### src/rtl/core/bs_pkg.sv
`timescale 1ns / 1ps
`default_nettype none

package bs_pkg;

  // Width of one value and of the size register.
  localparam int unsigned DataW = 32;
  localparam int unsigned CfgW  = 3;

  // The size register comes out of reset asking for the largest load.
  localparam logic [CfgW-1:0] CfgReset = 3'd6;

  // Smallest legal load is two values.
  localparam logic [CfgW-1:0] CfgMinLog2 = 3'd1;

  typedef logic signed [DataW-1:0] data_t;

endpackage

`default_nettype wire

### src/rtl/core/bs_stream_if.sv
`timescale 1ns / 1ps
`default_nettype none

// Input stream: one value to be sorted per request.
interface bs_in_if;
  logic                    valid;
  logic                    ready;
  logic signed [32-1:0]    value;

  modport source (output valid, output value, input ready);
  modport sink   (input valid, input value, output ready);
endinterface

// Output stream: one sorted value per request, last marks the end of a sort.
interface bs_out_if;
  logic                    valid;
  logic                    ready;
  logic signed [32-1:0]    sorted_value;
  logic                    last;

  modport source (output valid, output sorted_value, output last, input ready);
  modport sink   (input valid, input sorted_value, input last, output ready);
endinterface

`default_nettype wire

### src/rtl/core/bs_store.sv
`timescale 1ns / 1ps
`default_nettype none

module bs_store #(
  parameter int unsigned AddrW = 6
) (
  input  wire                 clk_i,
  input  wire                 we_i,
  input  wire [AddrW-1:0]     waddr_i,
  input  wire bs_pkg::data_t  wdata_i,
  input  wire [AddrW-1:0]     raddr_a_i,
  input  wire [AddrW-1:0]     raddr_b_i,
  output bs_pkg::data_t       rdata_a_o,
  output bs_pkg::data_t       rdata_b_o
);
  import bs_pkg::*;

  localparam int unsigned Depth = 1 << AddrW;

  data_t mem_q [Depth];
  data_t rdata_a_q;
  data_t rdata_b_q;

  // One write port and two registered read ports.
  always_ff @(posedge clk_i) begin
    if (we_i) begin
      mem_q[waddr_i] <= wdata_i;
    end
    rdata_a_q <= mem_q[raddr_a_i];
    rdata_b_q <= mem_q[raddr_b_i];
  end

  assign rdata_a_o = rdata_a_q;
  assign rdata_b_o = rdata_b_q;

endmodule

`default_nettype wire

### src/rtl/core/bs_cex.sv
`timescale 1ns / 1ps
`default_nettype none

module bs_cex (
  input  wire bs_pkg::data_t  a_i,
  input  wire bs_pkg::data_t  b_i,
  input  wire                 asc_i,
  output bs_pkg::data_t       first_o,
  output bs_pkg::data_t       second_o
);
  import bs_pkg::*;

  logic swap;

  // Swap when the pair is out of order for the requested direction.
  always_comb begin
    if (asc_i) begin
      swap = (a_i > b_i);
    end else begin
      swap = (a_i < b_i);
    end
  end

  assign first_o  = swap ? b_i : a_i;
  assign second_o = swap ? a_i : b_i;

endmodule

`default_nettype wire

### src/rtl/core/bitonic_sorter.sv
`timescale 1ns / 1ps
`default_nettype none

// Bitonic sorter. Load 2^count_log2 signed 32-bit values on the input stream
// (count_log2 is taken as 1 when zero and is capped at the largest load that
// MAX_VALUES allows); after the last value of a load the block sorts them in
// place with a bitonic compare-exchange network and streams them out in
// ascending order, with last set on the final value. A write of the size
// register drops any partly loaded values. Input values are taken one per
// cycle. Sorting runs on one comparator against a store with two read ports
// and one write port: each compare-exchange reads its pair (S_RD), then
// compares and writes back the first value (S_CX), holding the second in a
// pending register that is written during the following read or in the
// flush state (S_FL) ending each network step. Emitting reads each value
// (S_EA) and moves it to the output register (S_EB), waiting while the
// output is stalled. The input is not ready while sorting or emitting.
module bitonic_sorter #(
  parameter int unsigned MAX_VALUES = 64
) (
  input  wire                      clk_i,
  input  wire                      rst_ni,
  input  wire                      cfg_we_i,
  input  wire [bs_pkg::CfgW-1:0]   cfg_data_i,
  bs_in_if.sink                    in_i,
  bs_out_if.source                 out_o
);
  import bs_pkg::*;

  // Largest usable load is the biggest power of two within MAX_VALUES.
  localparam int unsigned MaxLog2 = $clog2(MAX_VALUES + 1) - 1;
  localparam int unsigned AddrW   = MaxLog2;

  typedef enum logic [2:0] {
    S_LOAD,
    S_RD,
    S_CX,
    S_FL,
    S_EA,
    S_EB
  } state_e;

  state_e             state_q;
  logic [CfgW-1:0]    cfg_q;
  logic [AddrW-1:0]   load_cnt_q;
  logic [CfgW-1:0]    stage_q;
  logic [CfgW-1:0]    step_q;
  logic [AddrW-1:0]   pair_q;
  logic [AddrW-1:0]   emit_q;
  logic               pend_q;
  logic [AddrW-1:0]   pend_addr_q;
  data_t              pend_data_q;
  logic               out_valid_q;
  data_t              out_value_q;
  logic               out_last_q;

  logic [CfgW-1:0]    lg;
  logic [AddrW:0]     n_full;
  logic [AddrW-1:0]   n_m1;
  logic [AddrW-1:0]   pair_last;
  logic [AddrW-1:0]   bit_t;
  logic [AddrW-1:0]   low_mask;
  logic [AddrW-1:0]   idx_i;
  logic [AddrW-1:0]   idx_p;
  logic [AddrW:0]     idx_shift;
  logic               asc;
  logic               in_fire;
  logic               out_free;

  logic               mem_we;
  logic [AddrW-1:0]   mem_waddr;
  data_t              mem_wdata;
  logic [AddrW-1:0]   mem_raddr_a;
  data_t              rdata_a;
  data_t              rdata_b;
  data_t              cex_first;
  data_t              cex_second;

  // Effective load size from the size register.
  always_comb begin
    lg = cfg_q;
    if (lg < CfgMinLog2) begin
      lg = CfgMinLog2;
    end
    if (lg > CfgW'(MaxLog2)) begin
      lg = CfgW'(MaxLog2);
    end
  end

  assign n_full    = (AddrW+1)'(1) << lg;
  assign n_m1      = AddrW'(n_full - (AddrW+1)'(1));
  assign pair_last = n_m1 >> 1;

  // Pair addresses: insert a zero at bit step into the pair counter.
  assign bit_t     = AddrW'(1) << step_q;
  assign low_mask  = bit_t - AddrW'(1);
  assign idx_i     = AddrW'({pair_q & ~low_mask, 1'b0}) | (pair_q & low_mask);
  assign idx_p     = idx_i | bit_t;
  assign idx_shift = {1'b0, idx_i} >> stage_q;
  assign asc       = ~idx_shift[0];

  assign in_i.ready = (state_q == S_LOAD);
  assign in_fire    = in_i.valid && (state_q == S_LOAD);
  assign out_free   = !out_valid_q || out_o.ready;

  // Store write port: loading, pending second element, or first element.
  always_comb begin
    mem_we    = 1'b0;
    mem_waddr = load_cnt_q;
    mem_wdata = in_i.value;
    unique case (state_q)
      S_LOAD: begin
        mem_we = in_fire;
      end
      S_RD, S_FL: begin
        mem_we    = pend_q;
        mem_waddr = pend_addr_q;
        mem_wdata = pend_data_q;
      end
      S_CX: begin
        mem_we    = 1'b1;
        mem_waddr = idx_i;
        mem_wdata = cex_first;
      end
      default: begin
        mem_we = 1'b0;
      end
    endcase
  end

  assign mem_raddr_a = (state_q == S_EA || state_q == S_EB) ? emit_q : idx_i;

  bs_store #(
    .AddrW (AddrW)
  ) u_store (
    .clk_i     (clk_i),
    .we_i      (mem_we),
    .waddr_i   (mem_waddr),
    .wdata_i   (mem_wdata),
    .raddr_a_i (mem_raddr_a),
    .raddr_b_i (idx_p),
    .rdata_a_o (rdata_a),
    .rdata_b_o (rdata_b)
  );

  bs_cex u_cex (
    .a_i      (rdata_a),
    .b_i      (rdata_b),
    .asc_i    (asc),
    .first_o  (cex_first),
    .second_o (cex_second)
  );

  // Sequencer: load, sort network, emit; also holds the output register.
  always_ff @(posedge clk_i or negedge rst_ni) begin
    if (!rst_ni) begin
      state_q     <= S_LOAD;
      cfg_q       <= CfgReset;
      load_cnt_q  <= '0;
      stage_q     <= '0;
      step_q      <= '0;
      pair_q      <= '0;
      emit_q      <= '0;
      pend_q      <= 1'b0;
      pend_addr_q <= '0;
      pend_data_q <= '0;
      out_valid_q <= 1'b0;
      out_value_q <= '0;
      out_last_q  <= 1'b0;
    end else begin
      // The output register empties unless a new value replaces the taken one.
      if (out_valid_q && out_o.ready && !(state_q == S_EB && out_free)) begin
        out_valid_q <= 1'b0;
      end
      unique case (state_q)
        S_LOAD: begin
          if (cfg_we_i) begin
            cfg_q      <= cfg_data_i;
            load_cnt_q <= '0;
          end else if (in_fire) begin
            if (load_cnt_q == n_m1) begin
              load_cnt_q <= '0;
              stage_q    <= CfgW'(1);
              step_q     <= '0;
              pair_q     <= '0;
              pend_q     <= 1'b0;
              state_q    <= S_RD;
            end else begin
              load_cnt_q <= load_cnt_q + AddrW'(1);
            end
          end
        end
        S_RD: begin
          pend_q  <= 1'b0;
          state_q <= S_CX;
        end
        S_CX: begin
          pend_q      <= 1'b1;
          pend_addr_q <= idx_p;
          pend_data_q <= cex_second;
          if (pair_q == pair_last) begin
            state_q <= S_FL;
          end else begin
            pair_q  <= pair_q + AddrW'(1);
            state_q <= S_RD;
          end
        end
        S_FL: begin
          pend_q <= 1'b0;
          pair_q <= '0;
          if (step_q != '0) begin
            step_q  <= step_q - CfgW'(1);
            state_q <= S_RD;
          end else if (stage_q == lg) begin
            stage_q <= '0;
            emit_q  <= '0;
            state_q <= S_EA;
          end else begin
            step_q  <= stage_q;
            stage_q <= stage_q + CfgW'(1);
            state_q <= S_RD;
          end
        end
        S_EA: begin
          state_q <= S_EB;
        end
        S_EB: begin
          if (out_free) begin
            out_valid_q <= 1'b1;
            out_value_q <= rdata_a;
            out_last_q  <= (emit_q == n_m1);
            if (emit_q == n_m1) begin
              emit_q  <= '0;
              state_q <= S_LOAD;
            end else begin
              emit_q  <= emit_q + AddrW'(1);
              state_q <= S_EA;
            end
          end
        end
        default: begin
          state_q <= S_LOAD;
        end
      endcase
    end
  end

  assign out_o.valid        = out_valid_q;
  assign out_o.sorted_value = out_value_q;
  assign out_o.last         = out_last_q;

  // A pending second write only survives into the cycle that retires it.
  a_pend_state: assert property (@(posedge clk_i) disable iff (!rst_ni)
    pend_q |-> (state_q == S_RD || state_q == S_FL))
    else $error("pending write outside read or flush");

  // While sorting, the step stays below its stage and the stage within the load.
  a_sort_counters: assert property (@(posedge clk_i) disable iff (!rst_ni)
    (state_q == S_RD || state_q == S_CX || state_q == S_FL) |->
      (step_q < stage_q && stage_q <= lg && stage_q != '0))
    else $error("sort counters out of range");

  // The final value of a load starts the network with an empty load counter.
  a_load_to_sort: assert property (@(posedge clk_i) disable iff (!rst_ni)
    (in_fire && !cfg_we_i && load_cnt_q == n_m1) |=>
      (state_q == S_RD && load_cnt_q == '0 && !pend_q))
    else $error("completed load did not start the sort");

  // The store is not written while sorted values are being emitted.
  a_no_write_emit: assert property (@(posedge clk_i) disable iff (!rst_ni)
    (state_q == S_EA || state_q == S_EB) |-> !mem_we)
    else $error("store written during emit");

endmodule

`default_nettype wire

### src/flat_wrapper.sv
// flat-port wrapper written by rule: the top's interface ports become plain ports
module bitonic_sorter_flat import bs_pkg::*;
#(
  parameter int unsigned MAX_VALUES = 64
)
  (clk_i, rst_ni, cfg_we_i, cfg_data_i, in_i_valid, in_i_value, in_i_ready, out_o_valid, out_o_sorted_value, out_o_last, out_o_ready);
  bs_in_if in_i_i ();
  bs_out_if out_o_i ();
  input  wire clk_i;
  input  wire rst_ni;
  input  wire cfg_we_i;
  input  wire [bs_pkg::CfgW-1:0] cfg_data_i;
  input wire logic [$bits(in_i_i.valid)-1:0] in_i_valid;
  input wire logic [$bits(in_i_i.value)-1:0] in_i_value;
  output wire logic [$bits(in_i_i.ready)-1:0] in_i_ready;
  output wire logic [$bits(out_o_i.valid)-1:0] out_o_valid;
  output wire logic [$bits(out_o_i.sorted_value)-1:0] out_o_sorted_value;
  output wire logic [$bits(out_o_i.last)-1:0] out_o_last;
  input wire logic [$bits(out_o_i.ready)-1:0] out_o_ready;
  assign in_i_i.valid = in_i_valid;
  assign in_i_i.value = in_i_value;
  assign in_i_ready = in_i_i.ready;
  assign out_o_valid = out_o_i.valid;
  assign out_o_sorted_value = out_o_i.sorted_value;
  assign out_o_last = out_o_i.last;
  assign out_o_i.ready = out_o_ready;
  bitonic_sorter #(.MAX_VALUES(MAX_VALUES)) u_core (.clk_i(clk_i), .rst_ni(rst_ni), .cfg_we_i(cfg_we_i), .cfg_data_i(cfg_data_i), .in_i(in_i_i), .out_o(out_o_i));
endmodule
### config.mk
export PLATFORM = sky130hd
export DESIGN_NAME = bitonic_sorter_flat
export DESIGN_NICKNAME = d
export VERILOG_FILES = /design/src/rtl/core/bs_pkg.sv /design/src/rtl/core/bs_stream_if.sv /design/src/rtl/core/bs_store.sv /design/src/rtl/core/bs_cex.sv /design/src/rtl/core/bitonic_sorter.sv /design/src/flat_wrapper.sv
export SDC_FILE = /design/constraint.sdc
export NUM_CORES = 2
export LEC_CHECK = 0
export BUFFER_PORTS_ARGS = -buffer_cell sky130_fd_sc_hd__buf_2
export CAP_MARGIN = 20
export CORE_MARGIN = 1
export CORE_UTILIZATION = 40
export CTS_CLUSTER_SIZE = 8
export DETAILED_ROUTE_END_ITERATION = 6
export SYNTH_ARGS = -nofsm -noshare
export SYNTH_HDL_FRONTEND = slang
export SYNTH_SLANG_ARGS = --single-unit
### constraint.sdc
create_clock -name clk_i -period 7 [get_ports clk_i]
set_input_delay 0.35 -clock clk_i [delete_from_list [all_inputs] [get_ports clk_i]]
set_output_delay 0.35 -clock clk_i [all_outputs]
set_load 0.01 [all_outputs]
==> metrics <==
Nets=8149; worst min path class=primary input to flip-flop; synth unique cells=89; htree depth=5; die area=264000 sq um; first-pass GRT wire length=529000 um; Max stage delay on crit path=0.77 ns; unrepaired setup endpoints after global routing=false; synthesized flop and latch total=2215; Critical Path Start Type=flip-flop; post-synthesis async set-or-reset flop share=4.65%; commonest cells after routing, fill and taps aside=2048 x edfxtp_1, 1906 x nand2_1, 660 x nand3_1, 512 x mux4_2, 336 x clkbuf_16; via count=76300; R2R depth=15; Worst slew margin=18.1%; antenna violation net count after detailed routing=0; Mapped Avg Cell Area=13.2 sq um; Starting Density=40.3%; f_max=177 MHz; IO Port Bufs=74; Required @ worst endpoint=7.75 ns; antenna violations before repair=14; Critical Path, Cell by Cell=inv_1 > ha_1 > nor2b_1 > inv_1 > ha_1 > xnor2_1 > a221oi_4 > buf_4 > nand2b_4 > buf_12 > buf_4 > o22ai_1 > a211oi_1 > nor3_1 > a21oi_1; Sequential Power Share=34.0%; syn nets=8028; Synth Flop Type=edfxtp_1; placed cell area=112000 sq um; worst-skew pair later-pin latency=0.95 ns; Synth Instances=7946; CTS resizes=0; final setup TNS=0 ns; kind of critical path=flip-flop to flip-flop; vias in the first global route=73300; critical path peak fanout=20; gpl congestion=0.892; crit share post-route=80.7%; I/O pin total=75; final hold vios=0; Clock Path Buffers=4; Core ar.=260000 sq um; Die Width=514 um; status=finished, violations left; Slew @ Worst Pin=1.22 ns; row cnt=187; hold_ws=0.0867 ns; CP endpoint kind=flip-flop; DR iter-0 viols=11400; Worst Path Arrival=6.40 ns; HP Start=in_i_value[5]; Post CTS Setup Buffer Count=0; Yosys warnings=0; PnR worst setup slack=1.35 ns; DPL Wire Length=220000 um; number of clock sinks=2215; # Max-Cap Violations=0; largest net degree at the start of global routing=115; Routed WL per cell=31.7 um; Pleak=41.1 nW; height of the chip=514 um; pwr dens=472 nW/um^2; Internal Power=35.5 mW; layout cell share with drive strength beyond 1=18.2%; part of the power in the clock network=25.1%; R2R Path End=u_core.u_store.rdata_b_o[27]$_DFF_P_; R2R setup slack=1.35 ns; Worst path top cell family by delay=compound AO/OA/AOI/OAI gates; DRC viols=5; Post-Route WL=372000 um; violated checks=DRC; Gate power share=40.9%; Reg-to-Reg Start=u_core.step_q[0]$_DFFE_PN0P_; register area share after synthesis=62.4%; final setup fails=0; mapped cell area=105000 sq um; Root Driver=clkbuf_16; Worst Hold Path Cells=3; Critical Path Stages=15; Psw=21.5 mW; most common cell after layout, fill and taps aside=edfxtp_1; Hold Path End=u_core.u_store.mem_q[18][5]$_DFFE_PP_; Area Overhead vs Synth=15.3%; Max VDD drop=0.000462 V; DR vias/cell=6.51; switching part of the total=37.7%; Critical-path top delay cell=a211oi_1; Post-synth EDFFs=2048; crit path time final=5.65 ns; crit path buf inv count=5; Core Util, Final=46.5%; Pre-antenna DRT Iters=7; count of pins over their slew limit=0; Final Cell Area=121000 sq um; Inserted Clock Buffers=327; Place WS=1.60 ns; Setup Skew=0.0615 ns; gr ovfl total=0; GRT Overall Usage=27.6%; clk slew on worst S/H paths=0.06 ns; CTS tree=yes
==> synth_stat cells, types with 42 or more instances <==
library cell | count | share of area (%)
a211oi_1 | 75 | 0.54
nor3_1 | 87 | 0.42
dfxtp_1 | 64 | 1.2
buf_1 | 82 | 0.29
a31oi_1 | 122 | 0.73
a311oi_1 | 179 | 1.5
nand2_1 | 1907 | 6.8
mux2i_1 | 230 | 2.2
ha_1 | 42 | 0.50
dfrtp_1 | 101 | 2.4
inv_1 | 55 | 0.20
o22ai_1 | 118 | 0.70
nand3_1 | 663 | 3.2
a21oi_1 | 171 | 0.82
clkbuf_1 | 387 | 1.4
buf_2 | 170 | 0.81
a32oi_1 | 81 | 0.68
mux4_2 | 512 | 11
edfxtp_1 | 2048 | 59
nor2_1 | 112 | 0.40
o21ai_0 | 67 | 0.32
and3_1 | 207 | 1.2
==> stage by stage <==
step / instances / total power [mW]
2_1_floorplan: 7946 / 33.2
3_3_place_gp: 11200 / 42.1
3_5_place_dp: 11200 / 42.4
5_1_grt: 11700 / 58.8
4_1_cts: 11700 / 56.6
6_report: 11700 / 57.0
==> worst max path at each step <==
stage	from	to
after detailed placement	u_core.step_q[0]$_DFFE_PN0P_	u_core.u_store.rdata_b_o[27]$_DFF_P_
final	u_core.step_q[0]$_DFFE_PN0P_	u_core.u_store.rdata_b_o[27]$_DFF_P_
after CTS	u_core.step_q[0]$_DFFE_PN0P_	u_core.u_store.rdata_b_o[27]$_DFF_P_
after global routing	u_core.step_q[0]$_DFFE_PN0P_	u_core.u_store.rdata_b_o[27]$_DFF_P_
after global placement	u_core.step_q[0]$_DFFE_PN0P_	u_core.u_store.rdata_a_o[5]$_DFF_P_
after floorplan	u_core.step_q[0]$_DFFE_PN0P_	u_core.u_store.mem_q[0][0]$_DFFE_PP_
==> sequential cells by signal, summed over array words and instances (netlist names) <==
| signal | flops |
|---|---|
| u_core.cfg_q | 3 |
| u_core.emit_q | 6 |
| u_core.load_cnt_q | 6 |
| u_core.out_o.last | 1 |
| u_core.out_o.sorted_value | 32 |
| u_core.out_o.valid | 1 |
| u_core.pair_q | 6 |
| u_core.pend_addr_q | 6 |
| u_core.pend_data_q | 32 |
| u_core.pend_q | 1 |
| u_core.stage_q | 3 |
| u_core.state_q | 3 |
| u_core.step_q | 3 |
| u_core.u_store.mem_q | 2048 |
| u_core.u_store.rdata_a_o | 32 |
| u_core.u_store.rdata_b_o | 32 |
==> power groups by stage <==
stage	logic (mW)	clock network (mW)	registers, mW
6_report	23.3	14.3	19.4
5_1_grt	24.5	14.9	19.4
4_1_cts	22.9	14.4	19.3
3_5_place_dp	22.9	0	19.6
3_3_place_gp	22.6	0	19.6
2_1_floorplan	14.0	0	19.2
==> kinds of logic after synthesis <==
logic type	after synthesis	synth area share, %
multiplexers	778	13.6
buffers and inverters	701	2.75
XOR/XNOR	11	0.0919
flip-flops	2215	62.4
AO/OA/AOI/OAI	1109	7.88
AND/OR/NAND/NOR	3090	12.8
adder cells (fa/ha/maj)	42	0.501
==> metal layers <==
| metal | vias to the layer above | track usage [%] | share of wire (%) | wire length, um |
|---|---|---|---|---|
| met5 | - | 0 | 0.0046 | 17 |
| met3 | 943 | 7.37 | 13 | 47900 |
| met1 | 38800 | 37.3 | 38 | 140000 |
| li1 | 31100 | - | - | - |
| met4 | 2 | 11.8 | 4.6 | 16900 |
| met2 | 5517 | 41.9 | 45 | 166000 |
==> cell type report <==
| type | instances | area, sq um |
|---|---|---|
| clock buffers | 469 | 8920 |
| inverters | 55 | 206 |
| fillers | 22400 | 139000 |
| clock inverters | 6 | 96.3 |
| repair buffers | 438 | 4530 |
| flip-flops and latches | 2215 | 65400 |
| multi-input cells | 5030 | 37300 |
| well taps | 3496 | 4370 |
| diodes | 7 | 17.5 |
==> tightest hold or removal path: stages <==
cell and delay [ns]:
buf_2 0.09, a22o_1 0.16, a221o_2 0.26
==> timing repair <==
| item | in CTS | in global routing |
|---|---|---|
| hold buffers | 10 | 0 |
| endpoints found under the hold margin | 46 | 0 |
| endpoints found under the setup margin | 0 | 0 |
Note: power is estimated with default switching activity, not from simulation.
